<file path="config.mk">
export PLATFORM = sky130hd
export DESIGN_NAME = source_token_scanner
export DESIGN_NICKNAME = d
export VERILOG_FILES = /design/src/design/stsc_pkg.sv /design/src/design/stsc_front.sv /design/src/design/stsc_scan.sv /design/src/design/stsc_out_queue.sv /design/src/design/source_token_scanner.sv
export SDC_FILE = /design/constraint.sdc
export NUM_CORES = 1
export LEC_CHECK = 0
export BUFFER_PORTS_ARGS = -buffer_cell sky130_fd_sc_hd__buf_2
export CORE_MARGIN = 3
export CORE_UTILIZATION = 25
export DETAILED_ROUTE_END_ITERATION = 8
export PLACE_DENSITY = 0.38
export SYNTH_ARGS = -nofsm -noshare
export SYNTH_HDL_FRONTEND = slang
export SYNTH_SLANG_ARGS = --single-unit
</file>
<file path="constraint.sdc">
create_clock -name clk -period 13.64 [get_ports clk]
set_input_delay 0 -clock clk [delete_from_list [all_inputs] [get_ports clk]]
set_output_delay 0 -clock clk [all_outputs]
set_load 0.1 [all_outputs]
</file>
<file path="src/design/stsc_pkg.sv">
// ----------------------------------------------------------------------------
// stsc_pkg
// Shared types, constants and the byte classifier for the source token scanner.
// ----------------------------------------------------------------------------
package stsc_pkg;

    // Position saturation and paren nesting limits
    localparam int unsigned MAX_LEN     = 65536;
    localparam int unsigned POS_W       = $clog2(MAX_LEN + 1);
    localparam int unsigned DEPTH_LIMIT = 255;
    localparam int unsigned DEPTH_W     = $clog2(DEPTH_LIMIT + 1);

    // Field widths fixed by the result record
    localparam int unsigned OFF_W = 16;
    localparam int unsigned LEN_W = 17;
    localparam int unsigned IDX_W = 16;

    // Queue depths: both are four entries, indexed by two-bit pointers
    localparam int unsigned QDEPTH = 4;
    localparam int unsigned QPTR_W = $clog2(QDEPTH);
    localparam int unsigned QCNT_W = $clog2(QDEPTH + 1);

    // Character codes used by the classifier
    localparam logic [7:0] CH_SLASH   = 8'h2F;
    localparam logic [7:0] CH_STAR    = 8'h2A;
    localparam logic [7:0] CH_LPAREN  = 8'h28;
    localparam logic [7:0] CH_RPAREN  = 8'h29;
    localparam logic [7:0] CH_QUOTE   = 8'h22;
    localparam logic [7:0] CH_NL      = 8'h0A;
    localparam logic [7:0] CH_LBRACE  = 8'h7B;
    localparam logic [7:0] CH_RBRACE  = 8'h7D;
    localparam logic [7:0] CH_EQUALS  = 8'h3D;
    localparam logic [7:0] CH_SEMI    = 8'h3B;
    localparam logic [7:0] CH_DOLLAR  = 8'h24;
    localparam logic [7:0] CH_UNDER   = 8'h5F;
    localparam logic [7:0] CH_DOT     = 8'h2E;
    localparam logic [7:0] CH_LBRACK  = 8'h5B;
    localparam logic [7:0] CH_RBRACK  = 8'h5D;

    // Byte classes seen by the scanner
    typedef enum logic [3:0] {
        CLS_OTHER,
        CLS_SLASH,
        CLS_STAR,
        CLS_LPAREN,
        CLS_RPAREN,
        CLS_QUOTE,
        CLS_NEWLINE,
        CLS_SEP,
        CLS_SYM_START,
        CLS_SYM_TAIL
    } byte_class_t;

    // Scanner modes
    typedef enum logic [3:0] {
        MODE_IDLE,
        MODE_SLASH,
        MODE_SLASHSTAR,
        MODE_BLOCK,
        MODE_DOC,
        MODE_LINE,
        MODE_STRING,
        MODE_PAREN,
        MODE_SYMBOL
    } scan_mode_t;

    // Token types as they appear on the result port
    typedef enum logic [2:0] {
        TOK_DOC   = 3'd0,
        TOK_BLOCK = 3'd1,
        TOK_LINE  = 3'd2,
        TOK_SYM   = 3'd3,
        TOK_SEP   = 3'd4,
        TOK_STR   = 3'd5,
        TOK_PAREN = 3'd6
    } tok_type_t;

    // One classified byte on its way from front to back
    typedef struct packed {
        byte_class_t cls;
        logic        last;
    } scan_item_t;

    // One token record
    typedef struct packed {
        tok_type_t          token_type;
        logic [OFF_W-1:0]   start_offset;
        logic [LEN_W-1:0]   token_length;
        logic [IDX_W-1:0]   token_index;
        logic               overflow;
        logic               last_of_run;
    } token_rec_t;

    // Queue handshake towards a consumer
    typedef struct packed {
        logic valid;
        logic ready;
    } link_t;

    // Map a raw byte onto its class
    function automatic byte_class_t classify(input logic [7:0] c);
        byte_class_t r;
        r = CLS_OTHER;
        if (c == CH_SLASH)
            r = CLS_SLASH;
        else if (c == CH_STAR)
            r = CLS_STAR;
        else if (c == CH_LPAREN)
            r = CLS_LPAREN;
        else if (c == CH_RPAREN)
            r = CLS_RPAREN;
        else if (c == CH_QUOTE)
            r = CLS_QUOTE;
        else if (c == CH_NL)
            r = CLS_NEWLINE;
        else if (c == CH_LBRACE || c == CH_RBRACE || c == CH_EQUALS || c == CH_SEMI)
            r = CLS_SEP;
        else if ((c >= 8'h61 && c <= 8'h7A) || (c >= 8'h41 && c <= 8'h5A)
                 || c == CH_DOLLAR || c == CH_UNDER)
            r = CLS_SYM_START;
        else if ((c >= 8'h30 && c <= 8'h39) || c == CH_DOT || c == CH_LBRACK
                 || c == CH_RBRACK)
            r = CLS_SYM_TAIL;
        return r;
    endfunction

endpackage

</file>
<file path="src/design/stsc_front.sv">
// ----------------------------------------------------------------------------
// stsc_front
// Input side: classifies each byte and holds it in a four-entry queue.
// ----------------------------------------------------------------------------
module stsc_front (
    input  logic                clk,
    input  logic                rst_n,
    input  logic                push,
    output logic                full,
    input  logic [7:0]          ch,
    input  logic                last,
    output stsc_pkg::link_t     item_link,
    input  logic                item_pop,
    output stsc_pkg::scan_item_t item
);
    import stsc_pkg::*;

    scan_item_t          mem_reg [QDEPTH];
    logic [QPTR_W-1:0]   wr_ptr_reg, wr_ptr_next;
    logic [QPTR_W-1:0]   rd_ptr_reg, rd_ptr_next;
    logic [QCNT_W-1:0]   count_reg, count_next;
    logic                wr_en;
    logic                rd_en;

    assign full  = (count_reg == QCNT_W'(QDEPTH));
    assign wr_en = push && !full;
    assign rd_en = item_pop && (count_reg != '0);

    // Queue pointers and fill count
    always_comb
    begin
        wr_ptr_next = wr_en ? wr_ptr_reg + 1'b1 : wr_ptr_reg;
        rd_ptr_next = rd_en ? rd_ptr_reg + 1'b1 : rd_ptr_reg;
        count_next  = count_reg;
        if (wr_en && !rd_en)
            count_next = count_reg + 1'b1;
        else if (!wr_en && rd_en)
            count_next = count_reg - 1'b1;
    end

    always_ff @(posedge clk or negedge rst_n)
    begin
        if (!rst_n)
        begin
            wr_ptr_reg <= '0;
            rd_ptr_reg <= '0;
            count_reg  <= '0;
        end
        else
        begin
            wr_ptr_reg <= wr_ptr_next;
            rd_ptr_reg <= rd_ptr_next;
            count_reg  <= count_next;
        end
    end

    // Classified byte storage
    always_ff @(posedge clk)
    begin
        if (wr_en)
        begin
            mem_reg[wr_ptr_reg].cls  <= classify(ch);
            mem_reg[wr_ptr_reg].last <= last;
        end
    end

    assign item_link.valid = (count_reg != '0);
    assign item_link.ready = !full;
    assign item            = mem_reg[rd_ptr_reg];

endmodule

</file>
<file path="src/design/stsc_scan.sv">
// ----------------------------------------------------------------------------
// stsc_scan
// Back side: mode machine and counters, one classified byte per cycle while
// the result queue has room, up to two token records per byte.
// ----------------------------------------------------------------------------
module stsc_scan (
    input  logic                 clk,
    input  logic                 rst_n,
    input  stsc_pkg::link_t      item_link,
    input  stsc_pkg::scan_item_t item,
    output logic                 item_pop,
    input  logic                 out_room,
    output logic [1:0]           rec_count,
    output stsc_pkg::token_rec_t rec0,
    output stsc_pkg::token_rec_t rec1
);
    import stsc_pkg::*;

    localparam logic [POS_W-1:0]   MAX_POS   = POS_W'(MAX_LEN);
    localparam logic [OFF_W-1:0]   LAST_OFF  = OFF_W'(MAX_LEN - 1);
    localparam logic [DEPTH_W-1:0] DEPTH_MAX = DEPTH_W'(DEPTH_LIMIT);

    scan_mode_t          mode_reg, mode_next;
    logic [POS_W-1:0]    pos_reg, pos_next;
    logic [OFF_W-1:0]    start_reg, start_next;
    logic [DEPTH_W-1:0]  depth_reg, depth_next;
    logic                star_reg, star_next;
    logic [IDX_W-1:0]    count_reg, count_next;
    logic                ovf_reg, ovf_next;

    logic                fire;
    logic                sat;
    logic                ovf_now;
    logic [OFF_W-1:0]    off;
    logic [POS_W-1:0]    pend;
    logic [OFF_W-1:0]    pend_clamp;
    logic                again;

    // Candidate records: mode exit, separator, flush at last byte
    logic                e1_v, e2_v, e3_v;
    tok_type_t           e1_t, e3_t;
    logic [OFF_W-1:0]    e1_s, e3_s;
    logic [POS_W-1:0]    e1_e, e3_e;
    logic                e1_ok, e2_ok, e3_ok;
    logic [1:0]          n_rec;
    logic [DEPTH_W-1:0]  depth_dec;

    function automatic token_rec_t make_rec(
        input tok_type_t        t,
        input logic [OFF_W-1:0] s,
        input logic [POS_W-1:0] e,
        input logic [IDX_W-1:0] idx,
        input logic             ovf,
        input logic             lor
    );
        token_rec_t r;
        r.token_type   = t;
        r.start_offset = s;
        r.token_length = LEN_W'(e - {1'b0, s});
        r.token_index  = idx;
        r.overflow     = ovf;
        r.last_of_run  = lor;
        return r;
    endfunction

    assign fire     = item_link.valid && out_room;
    assign item_pop = fire;

    // Offsets for this byte, saturating at the length limit
    assign sat        = (pos_reg == MAX_POS);
    assign ovf_now    = ovf_reg || sat;
    assign off        = sat ? LAST_OFF : pos_reg[OFF_W-1:0];
    assign pend       = sat ? MAX_POS : pos_reg + 1'b1;
    assign pend_clamp = (pend == MAX_POS) ? LAST_OFF : pend[OFF_W-1:0];
    assign depth_dec  = (depth_reg != '0) ? depth_reg - 1'b1 : depth_reg;

    // Mode machine step
    always_comb
    begin
        mode_next  = mode_reg;
        start_next = start_reg;
        depth_next = depth_reg;
        star_next  = star_reg;
        again      = 1'b0;
        e1_v       = 1'b0;
        e1_t       = TOK_BLOCK;
        e1_s       = start_reg;
        e1_e       = {1'b0, off};
        e2_v       = 1'b0;
        e3_v       = 1'b0;
        e3_t       = TOK_BLOCK;
        e3_s       = start_reg;

        case (mode_reg)
            MODE_SLASH:
            begin
                if (item.cls == CLS_STAR)
                    mode_next = MODE_SLASHSTAR;
                else if (item.cls == CLS_SLASH)
                begin
                    mode_next  = MODE_LINE;
                    start_next = pend_clamp;
                end
                else
                    again = 1'b1;
            end
            MODE_SLASHSTAR:
            begin
                star_next = 1'b0;
                if (item.cls == CLS_STAR)
                begin
                    mode_next  = MODE_DOC;
                    start_next = pend_clamp;
                end
                else
                begin
                    mode_next  = MODE_BLOCK;
                    start_next = off;
                end
            end
            MODE_BLOCK, MODE_DOC:
            begin
                if (item.cls == CLS_SLASH && star_reg)
                begin
                    e1_v      = 1'b1;
                    e1_t      = (mode_reg == MODE_DOC) ? TOK_DOC : TOK_BLOCK;
                    e1_e      = (off != '0) ? {1'b0, off - 1'b1} : '0;
                    mode_next = MODE_IDLE;
                    star_next = 1'b0;
                end
                else
                    star_next = (item.cls == CLS_STAR);
            end
            MODE_LINE:
            begin
                if (item.cls == CLS_NEWLINE)
                begin
                    e1_v      = 1'b1;
                    e1_t      = TOK_LINE;
                    mode_next = MODE_IDLE;
                end
            end
            MODE_STRING:
            begin
                if (item.cls == CLS_QUOTE)
                begin
                    e1_v      = 1'b1;
                    e1_t      = TOK_STR;
                    mode_next = MODE_IDLE;
                end
            end
            MODE_PAREN:
            begin
                if (item.cls == CLS_LPAREN)
                begin
                    if (depth_reg < DEPTH_MAX)
                        depth_next = depth_reg + 1'b1;
                end
                else if (item.cls == CLS_RPAREN)
                begin
                    depth_next = depth_dec;
                    if (depth_dec == '0)
                    begin
                        e1_v      = 1'b1;
                        e1_t      = TOK_PAREN;
                        e1_e      = pend;
                        mode_next = MODE_IDLE;
                    end
                end
            end
            MODE_SYMBOL:
            begin
                if (item.cls != CLS_SYM_START && item.cls != CLS_SYM_TAIL)
                begin
                    e1_v  = 1'b1;
                    e1_t  = TOK_SYM;
                    again = 1'b1;
                end
            end
            default:
                again = 1'b1;
        endcase

        // Fresh scan of the byte from idle
        if (again)
        begin
            mode_next = MODE_IDLE;
            case (item.cls)
                CLS_SLASH:
                    mode_next = MODE_SLASH;
                CLS_LPAREN:
                begin
                    mode_next  = MODE_PAREN;
                    start_next = off;
                    depth_next = DEPTH_W'(1);
                end
                CLS_QUOTE:
                begin
                    mode_next  = MODE_STRING;
                    start_next = pend_clamp;
                end
                CLS_SEP:
                    e2_v = 1'b1;
                CLS_SYM_START:
                begin
                    mode_next  = MODE_SYMBOL;
                    start_next = off;
                end
                default:
                    mode_next = MODE_IDLE;
            endcase
        end

        // Flush of an open token at the final byte, then back to reset values
        if (item.last)
        begin
            e3_v = 1'b1;
            e3_s = start_next;
            case (mode_next)
                MODE_BLOCK:  e3_t = TOK_BLOCK;
                MODE_DOC:    e3_t = TOK_DOC;
                MODE_LINE:   e3_t = TOK_LINE;
                MODE_STRING: e3_t = TOK_STR;
                MODE_PAREN:  e3_t = TOK_PAREN;
                MODE_SYMBOL: e3_t = TOK_SYM;
                default:     e3_v = 1'b0;
            endcase
            mode_next  = MODE_IDLE;
            start_next = '0;
            depth_next = '0;
            star_next  = 1'b0;
        end
    end

    assign e3_e = pend;

    // Empty bodies are dropped
    assign e1_ok = e1_v && (e1_e > {1'b0, e1_s});
    assign e2_ok = e2_v && (pend > {1'b0, off});
    assign e3_ok = e3_v && (e3_e > {1'b0, e3_s});
    assign n_rec = (e1_ok && (e2_ok || e3_ok)) ? 2'd2
                 : ((e1_ok || e2_ok || e3_ok) ? 2'd1 : 2'd0);

    // Pack the first two surviving records in order
    always_comb
    begin
        rec0 = make_rec(e3_t, e3_s, e3_e, count_reg, ovf_now, n_rec == 2'd1);
        rec1 = make_rec(e3_t, e3_s, e3_e, count_reg + 1'b1, ovf_now, 1'b1);
        if (e1_ok)
        begin
            rec0 = make_rec(e1_t, e1_s, e1_e, count_reg, ovf_now, n_rec == 2'd1);
            if (e2_ok)
                rec1 = make_rec(TOK_SEP, off, pend, count_reg + 1'b1, ovf_now, 1'b1);
        end
        else if (e2_ok)
            rec0 = make_rec(TOK_SEP, off, pend, count_reg, ovf_now, 1'b1);
    end

    assign rec_count = fire ? n_rec : 2'd0;

    // Counter updates; the final byte returns them to reset values
    always_comb
    begin
        pos_next   = pend;
        count_next = count_reg + IDX_W'(n_rec);
        ovf_next   = ovf_now;
        if (item.last)
        begin
            pos_next   = '0;
            count_next = '0;
            ovf_next   = 1'b0;
        end
    end

    always_ff @(posedge clk or negedge rst_n)
    begin
        if (!rst_n)
        begin
            mode_reg  <= MODE_IDLE;
            pos_reg   <= '0;
            start_reg <= '0;
            depth_reg <= '0;
            star_reg  <= 1'b0;
            count_reg <= '0;
            ovf_reg   <= 1'b0;
        end
        else if (fire)
        begin
            mode_reg  <= mode_next;
            pos_reg   <= pos_next;
            start_reg <= start_next;
            depth_reg <= depth_next;
            star_reg  <= star_next;
            count_reg <= count_next;
            ovf_reg   <= ovf_next;
        end
    end

endmodule

</file>
<file path="src/design/stsc_out_queue.sv">
// ----------------------------------------------------------------------------
// stsc_out_queue
// Result queue: takes up to two token records a cycle, hands out one.
// ----------------------------------------------------------------------------
module stsc_out_queue (
    input  logic                 clk,
    input  logic                 rst_n,
    input  logic [1:0]           rec_count,
    input  stsc_pkg::token_rec_t rec0,
    input  stsc_pkg::token_rec_t rec1,
    output logic                 room,
    output logic                 empty,
    input  logic                 pop,
    output stsc_pkg::token_rec_t head
);
    import stsc_pkg::*;

    token_rec_t          mem_reg [QDEPTH];
    logic [QPTR_W-1:0]   wr_ptr_reg, wr_ptr_next;
    logic [QPTR_W-1:0]   rd_ptr_reg, rd_ptr_next;
    logic [QCNT_W-1:0]   count_reg, count_next;
    logic [QPTR_W-1:0]   wr_ptr_p1;
    logic                rd_en;

    // Space for two records must be free before a byte is scanned
    assign room      = (count_reg <= QCNT_W'(QDEPTH - 2));
    assign empty     = (count_reg == '0);
    assign rd_en     = pop && !empty;
    assign wr_ptr_p1 = wr_ptr_reg + 1'b1;

    always_comb
    begin
        wr_ptr_next = wr_ptr_reg + QPTR_W'(rec_count);
        rd_ptr_next = rd_en ? rd_ptr_reg + 1'b1 : rd_ptr_reg;
        count_next  = count_reg + QCNT_W'(rec_count) - QCNT_W'(rd_en);
    end

    always_ff @(posedge clk or negedge rst_n)
    begin
        if (!rst_n)
        begin
            wr_ptr_reg <= '0;
            rd_ptr_reg <= '0;
            count_reg  <= '0;
        end
        else
        begin
            wr_ptr_reg <= wr_ptr_next;
            rd_ptr_reg <= rd_ptr_next;
            count_reg  <= count_next;
        end
    end

    // Record storage
    always_ff @(posedge clk)
    begin
        if (rec_count != 2'd0)
            mem_reg[wr_ptr_reg] <= rec0;
        if (rec_count == 2'd2)
            mem_reg[wr_ptr_p1] <= rec1;
    end

    assign head = mem_reg[rd_ptr_reg];

endmodule

</file>
<file path="src/design/source_token_scanner.sv">
// ----------------------------------------------------------------------------
// source_token_scanner
// Byte-serial source scanner emitting comment, symbol, separator, string and
// paren-group token records.
// ----------------------------------------------------------------------------
//  Channel   Direction  Handshake            Payload
//  bytes     in         push / full          ch, last
//  tokens    out        pop / empty          token_type, start_offset,
//                                            token_length, token_index,
//                                            overflow, last_of_run
//
//  One byte a cycle is scanned; a byte's records reach the result ports
//  through the byte queue, then the result queue.
//  Sustained rate is one byte a cycle while the consumer pops one record a
//  cycle; bytes giving two records need two pops at the result queue.
//  The scanner stalls when fewer than two result slots are free.
//  Reset clears all queues and scanner state; no clearing pass is needed.
// ----------------------------------------------------------------------------
module source_token_scanner (
    input  logic        clk,
    input  logic        rst_n,
    input  logic        push,
    output logic        full,
    input  logic [7:0]  ch,
    input  logic        last,
    output logic        empty,
    input  logic        pop,
    output logic [2:0]  token_type,
    output logic [15:0] start_offset,
    output logic [16:0] token_length,
    output logic [15:0] token_index,
    output logic        overflow,
    output logic        last_of_run
);
    import stsc_pkg::*;

    link_t       item_link;
    scan_item_t  item;
    logic        item_pop;
    logic        out_room;
    logic [1:0]  rec_count;
    token_rec_t  rec0;
    token_rec_t  rec1;
    token_rec_t  head;

    // Classifier and byte queue
    stsc_front u_front (
        .clk       (clk),
        .rst_n     (rst_n),
        .push      (push),
        .full      (full),
        .ch        (ch),
        .last      (last),
        .item_link (item_link),
        .item_pop  (item_pop),
        .item      (item)
    );

    // Mode machine
    stsc_scan u_scan (
        .clk       (clk),
        .rst_n     (rst_n),
        .item_link (item_link),
        .item      (item),
        .item_pop  (item_pop),
        .out_room  (out_room),
        .rec_count (rec_count),
        .rec0      (rec0),
        .rec1      (rec1)
    );

    // Result queue
    stsc_out_queue u_out (
        .clk       (clk),
        .rst_n     (rst_n),
        .rec_count (rec_count),
        .rec0      (rec0),
        .rec1      (rec1),
        .room      (out_room),
        .empty     (empty),
        .pop       (pop),
        .head      (head)
    );

    assign token_type   = head.token_type;
    assign start_offset = head.start_offset;
    assign token_length = head.token_length;
    assign token_index  = head.token_index;
    assign overflow     = head.overflow;
    assign last_of_run  = head.last_of_run;

endmodule

</file>
Yosys cells after proc, flatten, opt, wreduce, memory -nomap -nowiden:

Memory sizes are Yosys's and may differ from the RTL's.
Cells that the tools add are included.
W data, S select, Z words.

* add/subtract/negate cells: 18
* order comparisons: 11
* eq/ne operators: 44
* muxes and demuxes: 95
* reduce and logical (&&, ||, !) cells: 45

Operators with widths (count)
* $mux W54: 4
* $mux W16: 10
* $mux W17: 6
* $mux W4: 20
* $eq A8 B6 Y1 const B: 9
* $mux W8: 8
* $pmux W16 S2: 2
* $gt A17 B16 Y1: 3
* $sub A17 B16 Y17: 3
* $eq A4 B3 Y1 const B: 12
* $eq A8 B7 Y1 const B: 5
* $eq A17 B17 Y1 const B: 2
* $pmux W17 S2: 1
* $pmux W3 S5: 2
* $mux W3: 9
* $mux W1: 24
* $pmux W4 S6: 1
* $eq A4 B2 Y1 const B: 5
* $add A17 B1 Y17 const B: 1
* $add A16 B1 Y16 const B: 1
* $add A16 B2 Y16: 1
* $ge A8 B7 Y1 const B: 2
* $le A8 B7 Y1 const B: 2
* $pmux W4 S4: 1
* 36 further kinds: 79

* register bits after elaboration: 77
* bits in writable memories: 236
* input bits: 13
* output and inout port bits: 56
* logic and storage cells: 228
* memories kept: 2

Memories
* u_out.mem_reg: words 4, width 54, read ports 1, clocked after memory_dff 0, wr ports 2, RTL line stsc_out_queue.sv:18 `token_rec_t mem_reg [QDEPTH];`
* u_front.mem_reg: words 4, width 5, read ports 1, clocked after memory_dff 0, wr ports 1, RTL line stsc_front.sv:18 `scan_item_t mem_reg [QDEPTH];`

Logic depth before layout (Yosys ltp):

* depth after elaboration: 20
* mapped depth: 32
* depth with buffers taken out: 31

Modules after synthesis:

From an unflattened synthesis, not the netlist that was laid out.

* cells, all modules: 2040
* area total of the unflattened synthesis: 22285.1 sq um

By module, submodules not included
* stsc_out_queue: times used 1, cells an instance 564, area each 11355.9 sq um, sequential area each 6661.4 sq um
* stsc_scan: times used 1, cells an instance 1376, area each 9550.4 sq um, sequential area each 1576.5 sq um
* stsc_front: times used 1, cells an instance 100, area each 1378.8 sq um, sequential area each 775.7 sq um

Worst setup path before layout:

OpenSTA, ideal clock, no wires.

* kind: reg-to-reg
* start point: register u_scan.pos_reg[0]
* end point: memory u_out.mem_reg[1][0] (netlist name)
* library setup time: 0.123 ns
* arrival time: 6.672 ns
* required time: 13.517 ns
* setup slack: 6.846 ns
* stages on the path, launching flop included: 24
* buffers on the path: 2
* period minus slack after synthesis: 6.794 ns
* cell sequence: dfrtp_1 ha_1 nand3_1 or4b_1 nor3_2 xor2_2 nand4_1 clkbuf_1 o21ai_0 a221oi_1 nand2_1 nand2_1 ha_1 or2_2 a31oi_1 a21oi_1 a221oi_1 o21ai_0 a31oi_1 a21oi_2 o211ai_2 buf_4 nand2_1 o21a_1

RTL lines
* start, declared: RTL line stsc_scan.sv:24 `logic [POS_W-1:0] pos_reg, pos_next;`
* start signal, assigned: RTL line stsc_scan.sv:290 `pos_reg <= pos_next;`
* end, declared: RTL line stsc_out_queue.sv:18

==> run summary <==
The synthesized netlist devotes 16.0% of its cell area to simple gates. The internal power was 0.00264 W; the number of violations reported at the end of detailed-routing iteration 0 was 1,940. Across all layers, the routed design uses 18.8k vias. For the part of the power in the clock network, the log shows 18.9%. The tools report the DRC violation count after routing as 0. The logs give 2 for the total number of H-tree levels and 18.3% for the global-route usage over all layers.

The post-route clock period utilization came out at 68.5%. In this run the critical register-to-register path is captured at u_out.mem_reg[2][33]$_DFFE_PP_. The clock period could shrink to 9.34 ns. The required time at the worst-slack endpoint came out at 13.91 ns. The number of primary I/O pins is 69, and the overall die height is 299 um. Summing the areas of all compound-gate instances in the mapped netlist gives 21.4% of the synthesized area. The async set-or-reset flop fraction in the synthesized netlist is 24.6%. The flow ran to the end, and the final reports show no timing, DRC or antenna violations.

Of the synthesized area, sequential elements account for 41.8%. Across the VDD grid, the largest voltage drop is 0.000172 V. Setup violations remaining at the end of the flow were counted as 0. The logs give 60.4% for the part of the total power dissipated in combinational logic and 0 for the number of pins with negative max-slew slack in the final report. In this run the power density over the cells is 235 mW/mm^2. Clock tree synthesis selected as its root buffer the cell sky130_fd_sc_hd__clkbuf_16. The worst pin sits at a relative slew slack of 14.0%.

The post-synthesis mux area share works out to 8.41%. Port buffering added 68 buffers. The cell depth of the worst min-delay path was 4. The run gives 2,353 as the net count of the mapped netlist. The width of the chip is 299 um, and the count of antenna diodes in the layout is 0. The tools report the quantity of gates resized following cts as 0.

Dividing the detail-routed via count by the number of cells gives 5.48. The number of flops mapped to enable cells by yosys is 232. STA classifies the critical path endpoint as a register.

The final standard cell area without fillers was 0.0244 sq mm; the path depth of the worst reg2reg path was 22. The number of routed nets with antenna violations was 0; the post-detailed-routing wire length was 83,600 um. The initialized floorplan defines 106 standard-cell rows.

The run gives 28.9% as the final core area utilization. The amount of wire on met2 after detailed routing came out at 37,100 um. For this design, the CTS-stage hold fixing added 8 buffers.

The tools report the total iterations of the first detailed-routing run as 6. The number of sinks handled by clock tree synthesis came out at 313. The adder-cell share of the synthesized area was 4.26%. The launching element type of the critical path is a register.

The highest metal layer with signal wires is met4. The leading register cell type out of synthesis was sky130_fd_sc_hd__edfxtp_1. After detailed routing, the wire length on met1 is 39,800 um. In this run, distinct cell masters in the synthesized netlist total 98.

Net switching is 54.0% of the power. Entering global routing, the biggest net connects 61 pins. TritonCTS built the clock tree.

The register with the most flip-flops in the layout has 216 of them. Capture endpoint of the worst hold path: u_front.mem_reg[3][1]$_DFFE_PP_. Relative to the synthesized area, the layout overhead comes to 13.7%.

In this run the cell area of the synthesized design comes to 0.0215 sq mm. In this run the worst hold path is classified as in2reg. The tightest hold path in the finished design has a slack of 0.0498 ns. The run gives 18.2k as the via count of the first global-routing pass.

For this design the total switching power over the nets is 0.00310 W. The instance area after placement was 0.0230 sq mm; the final-report hold violation count was 0. Cells with a size suffix above 1 make up 13.2% of the layout. The mean post-synth cell area is 9.45 sq um. Post-CTS timing repair inserted 0 buffers for setup. The die covers 0.0894 sq mm. The worst setup path is of the reg2reg kind. The maximum buffer depth of the clock tree is 3, and the placer congestion estimate is 0.896.

Hold path startpoint: ch[5]. In this run the worst path has a maximum fanout of 60. After detailed routing, the average wire length per cell comes to 24.4 um. In this run, CTS created clock tree buffers numbering 40.

The minimum setup slack among reg-to-reg paths was 4.30 ns; the xor and xnor fraction of the mapped netlist area was 3.34%. Once the floorplan was initialized, standard cells occupied 25.4% of the core. Actual slew at the worst max-slew pin: 1.29 ns. In this run the static leakage power is 8.98 nW. Counting flops and latches in the post-synthesis netlist gives 313. The startpoint identified for the worst register-to-register timing path is u_scan.pos_reg[0]$_DFFE_PN0P_.

Sequential cells burn 20.6% of the power. The first global-routing pass estimated 125,000 um of wire. Setup repair after global routing left no endpoint under its margin. The initial antenna violation count was 0.

The tools report the maximum frequency from static timing analysis as 0.107 GHz. The logs give 0 for the count of synthesis-stage warnings from yosys and 0.0205 ns for the post-route clock skew. After routing, the total negative slack on setup checks comes to 0 ns. The overall overflow remaining after global route was 0.

The core area came out at 0.0844 sq mm. Max-cap violations in this run came to 0. The logs give 2,353 for the net total in the final layout and 2,270 for the instance count of the mapped netlist.

The clock edge transition at the registers on the reported setup and hold paths came out at 0.06 ns. After synthesis, the largest family of logic cells by area is compound AO/OA/AOI/OAI gates. Detailed routing placed a total of 5370 um of wire on met3. Summed over all nets, the half-perimeter wirelength after detailed placement is 59,000 um. At the later pin of the worst-skew pair, clock insertion delay measures 0.58 ns. Data on the critical path arrives at its endpoint at 9.60 ns.
## cells in the mapped netlist, types with 9 or more instances
cell type	instances	share of area, %
sky130_fd_sc_hd__nand2_1	261	4.6
sky130_fd_sc_hd__edfxtp_1	232	32
sky130_fd_sc_hd__o21ai_0	198	4.6
sky130_fd_sc_hd__nor2_1	155	2.7
sky130_fd_sc_hd__a21oi_1	121	2.8
sky130_fd_sc_hd__o22ai_1	121	3.5
sky130_fd_sc_hd__clkbuf_1	107	1.9
sky130_fd_sc_hd__inv_1	84	1.5
sky130_fd_sc_hd__dfrtp_1	77	9.0
sky130_fd_sc_hd__nor3_1	76	1.8
sky130_fd_sc_hd__ha_1	65	3.8
sky130_fd_sc_hd__nand3_1	65	1.5
sky130_fd_sc_hd__mux4_2	58	6.1
sky130_fd_sc_hd__xnor2_1	57	2.3
sky130_fd_sc_hd__a21o_1	47	1.6
sky130_fd_sc_hd__o21ai_1	38	0.89
sky130_fd_sc_hd__buf_2	35	0.82
sky130_fd_sc_hd__mux2i_1	34	1.6
sky130_fd_sc_hd__a31oi_1	31	0.90
sky130_fd_sc_hd__nand2b_1	25	0.73
sky130_fd_sc_hd__xor2_1	23	0.94
sky130_fd_sc_hd__nand4_1	22	0.64
sky130_fd_sc_hd__a22oi_1	17	0.59
sky130_fd_sc_hd__buf_1	16	0.28
sky130_fd_sc_hd__a221oi_1	15	0.61
sky130_fd_sc_hd__o21a_1	15	0.52
sky130_fd_sc_hd__mux2_2	14	0.73
sky130_fd_sc_hd__o31ai_1	14	0.49
sky130_fd_sc_hd__or3_1	14	0.41
sky130_fd_sc_hd__and2_1	11	0.32
sky130_fd_sc_hd__nor2b_1	11	0.32
sky130_fd_sc_hd__nor4_1	10	0.29
sky130_fd_sc_hd__and3_1	9	0.26
sky130_fd_sc_hd__nand3b_1	9	0.31
sky130_fd_sc_hd__o221ai_1	9	0.37
## placed cells by master, fill, tap and decap left out, drive strengths merged, types with 10 or more instances in the layout
master    n
xnor2    57
mux2i    34
or3      14
o221ai   10
a31oi    31
nand2   261
nor2    155
nor4     11
xor2     24
o21a     15
buf     117
nor2b    11
dfrtp    77
a21o     47
ha       65
o31ai    14
a221oi   15
edfxtp  232
mux4     58
o22ai   121
nand2b   25
nor3     77
a22oi    17
nand4    22
clkinv   14
o211ai   12
o21ai   237
clkbuf   55
inv      86
mux2     14
and2     11
a21oi   123
nand3    65
## layout make-up
type / count / area (sq um)
well taps: 1134 / 1420
inverters: 86 / 323
flip-flops and latches: 313 / 8980
repair buffers: 124 / 793
fillers: 8897 / 60000
clock inverters: 17 / 213
clock buffers: 55 / 1130
multi-input cells: 1705 / 11500
## metal layers
metal / vias up / GRT usage [%]
met3: 87 / 2.70
met1: 9453 / 27.2
met5: - / 0
met2: 693 / 28.3
li1: 8592 / -
met4: 0 / 3.53
## cells by family after synthesis
family / Yosys count
xor gates and xnor gates: 81
adders and majority gates: 70
muxes: 106
and+or+nand+nor: 719
buffers and inverters: 252
DFF: 313
AOI/OAI and AO/OA: 729
## metrics by stage
| stage | total power [W] | setup WS [ns] | cells |
|---|---|---|---|
| final | 0.00574 | 4.30 | 3434 |
| after global placement | 0.00465 | 4.62 | 3354 |
| after global routing | 0.00606 | 3.81 | 3434 |
| after CTS | 0.00577 | 4.38 | 3434 |
| after detailed placement | 0.00466 | 4.39 | 3354 |
| after floorplan | 0.00368 | 6.85 | 2270 |
## worst max-delay path, stage by stage (launching register included)
cell and delay [ns]:
sky130_fd_sc_hd__dfrtp_1 0.49, sky130_fd_sc_hd__ha_1 0.28, sky130_fd_sc_hd__nand3_1 0.22, sky130_fd_sc_hd__or4b_1 0.61, sky130_fd_sc_hd__nor3_2 0.34, sky130_fd_sc_hd__xor2_2 0.41, sky130_fd_sc_hd__nand4_1 0.71, sky130_fd_sc_hd__o21ai_0 0.38
sky130_fd_sc_hd__a221oi_1 0.13, sky130_fd_sc_hd__o21ai_0 0.39, sky130_fd_sc_hd__inv_1 0.15, sky130_fd_sc_hd__ha_1 0.33, sky130_fd_sc_hd__nor2b_1 0.15, sky130_fd_sc_hd__o31ai_1 0.34, sky130_fd_sc_hd__a21oi_1 0.24, sky130_fd_sc_hd__a221oi_1 0.42
sky130_fd_sc_hd__o21ai_0 0.22, sky130_fd_sc_hd__a31oi_1 0.68, sky130_fd_sc_hd__a21oi_2 0.30, sky130_fd_sc_hd__o211ai_4 0.24, sky130_fd_sc_hd__buf_4 0.65, sky130_fd_sc_hd__nand2_2 0.69, sky130_fd_sc_hd__buf_4 0.50
## power groups by stage
stage          clock, W  sequential, W  combinational, W
5_1_grt         0.00116        0.00120           0.00370
4_1_cts         0.00112        0.00119           0.00347
2_1_floorplan         0        0.00113           0.00255
3_5_place_dp          0        0.00121           0.00345
3_3_place_gp          0        0.00121           0.00345
6_report        0.00109        0.00119           0.00347
## how the worst max path moves through the flow
stage / start / end / cells after the start
finish: u_scan.pos_reg[0]$_DFFE_PN0P_ / u_out.mem_reg[2][33]$_DFFE_PP_ / 22
global placement: u_scan.pos_reg[0]$_DFFE_PN0P_ / u_out.mem_reg[2][0]$_SDFFE_PP1P_ / 23
CTS: u_scan.pos_reg[0]$_DFFE_PN0P_ / u_out.mem_reg[2][33]$_DFFE_PP_ / 22
detailed placement: u_scan.pos_reg[0]$_DFFE_PN0P_ / u_out.mem_reg[2][0]$_SDFFE_PP1P_ / 23
global route: u_scan.pos_reg[0]$_DFFE_PN0P_ / u_out.mem_reg[2][47]$_DFFE_PP_ / 22
floorplan: u_scan.pos_reg[0]$_DFFE_PN0P_ / u_out.mem_reg[1][0]$_SDFFE_PP1P_ / 23
Power figures use the tool's default switching activity.
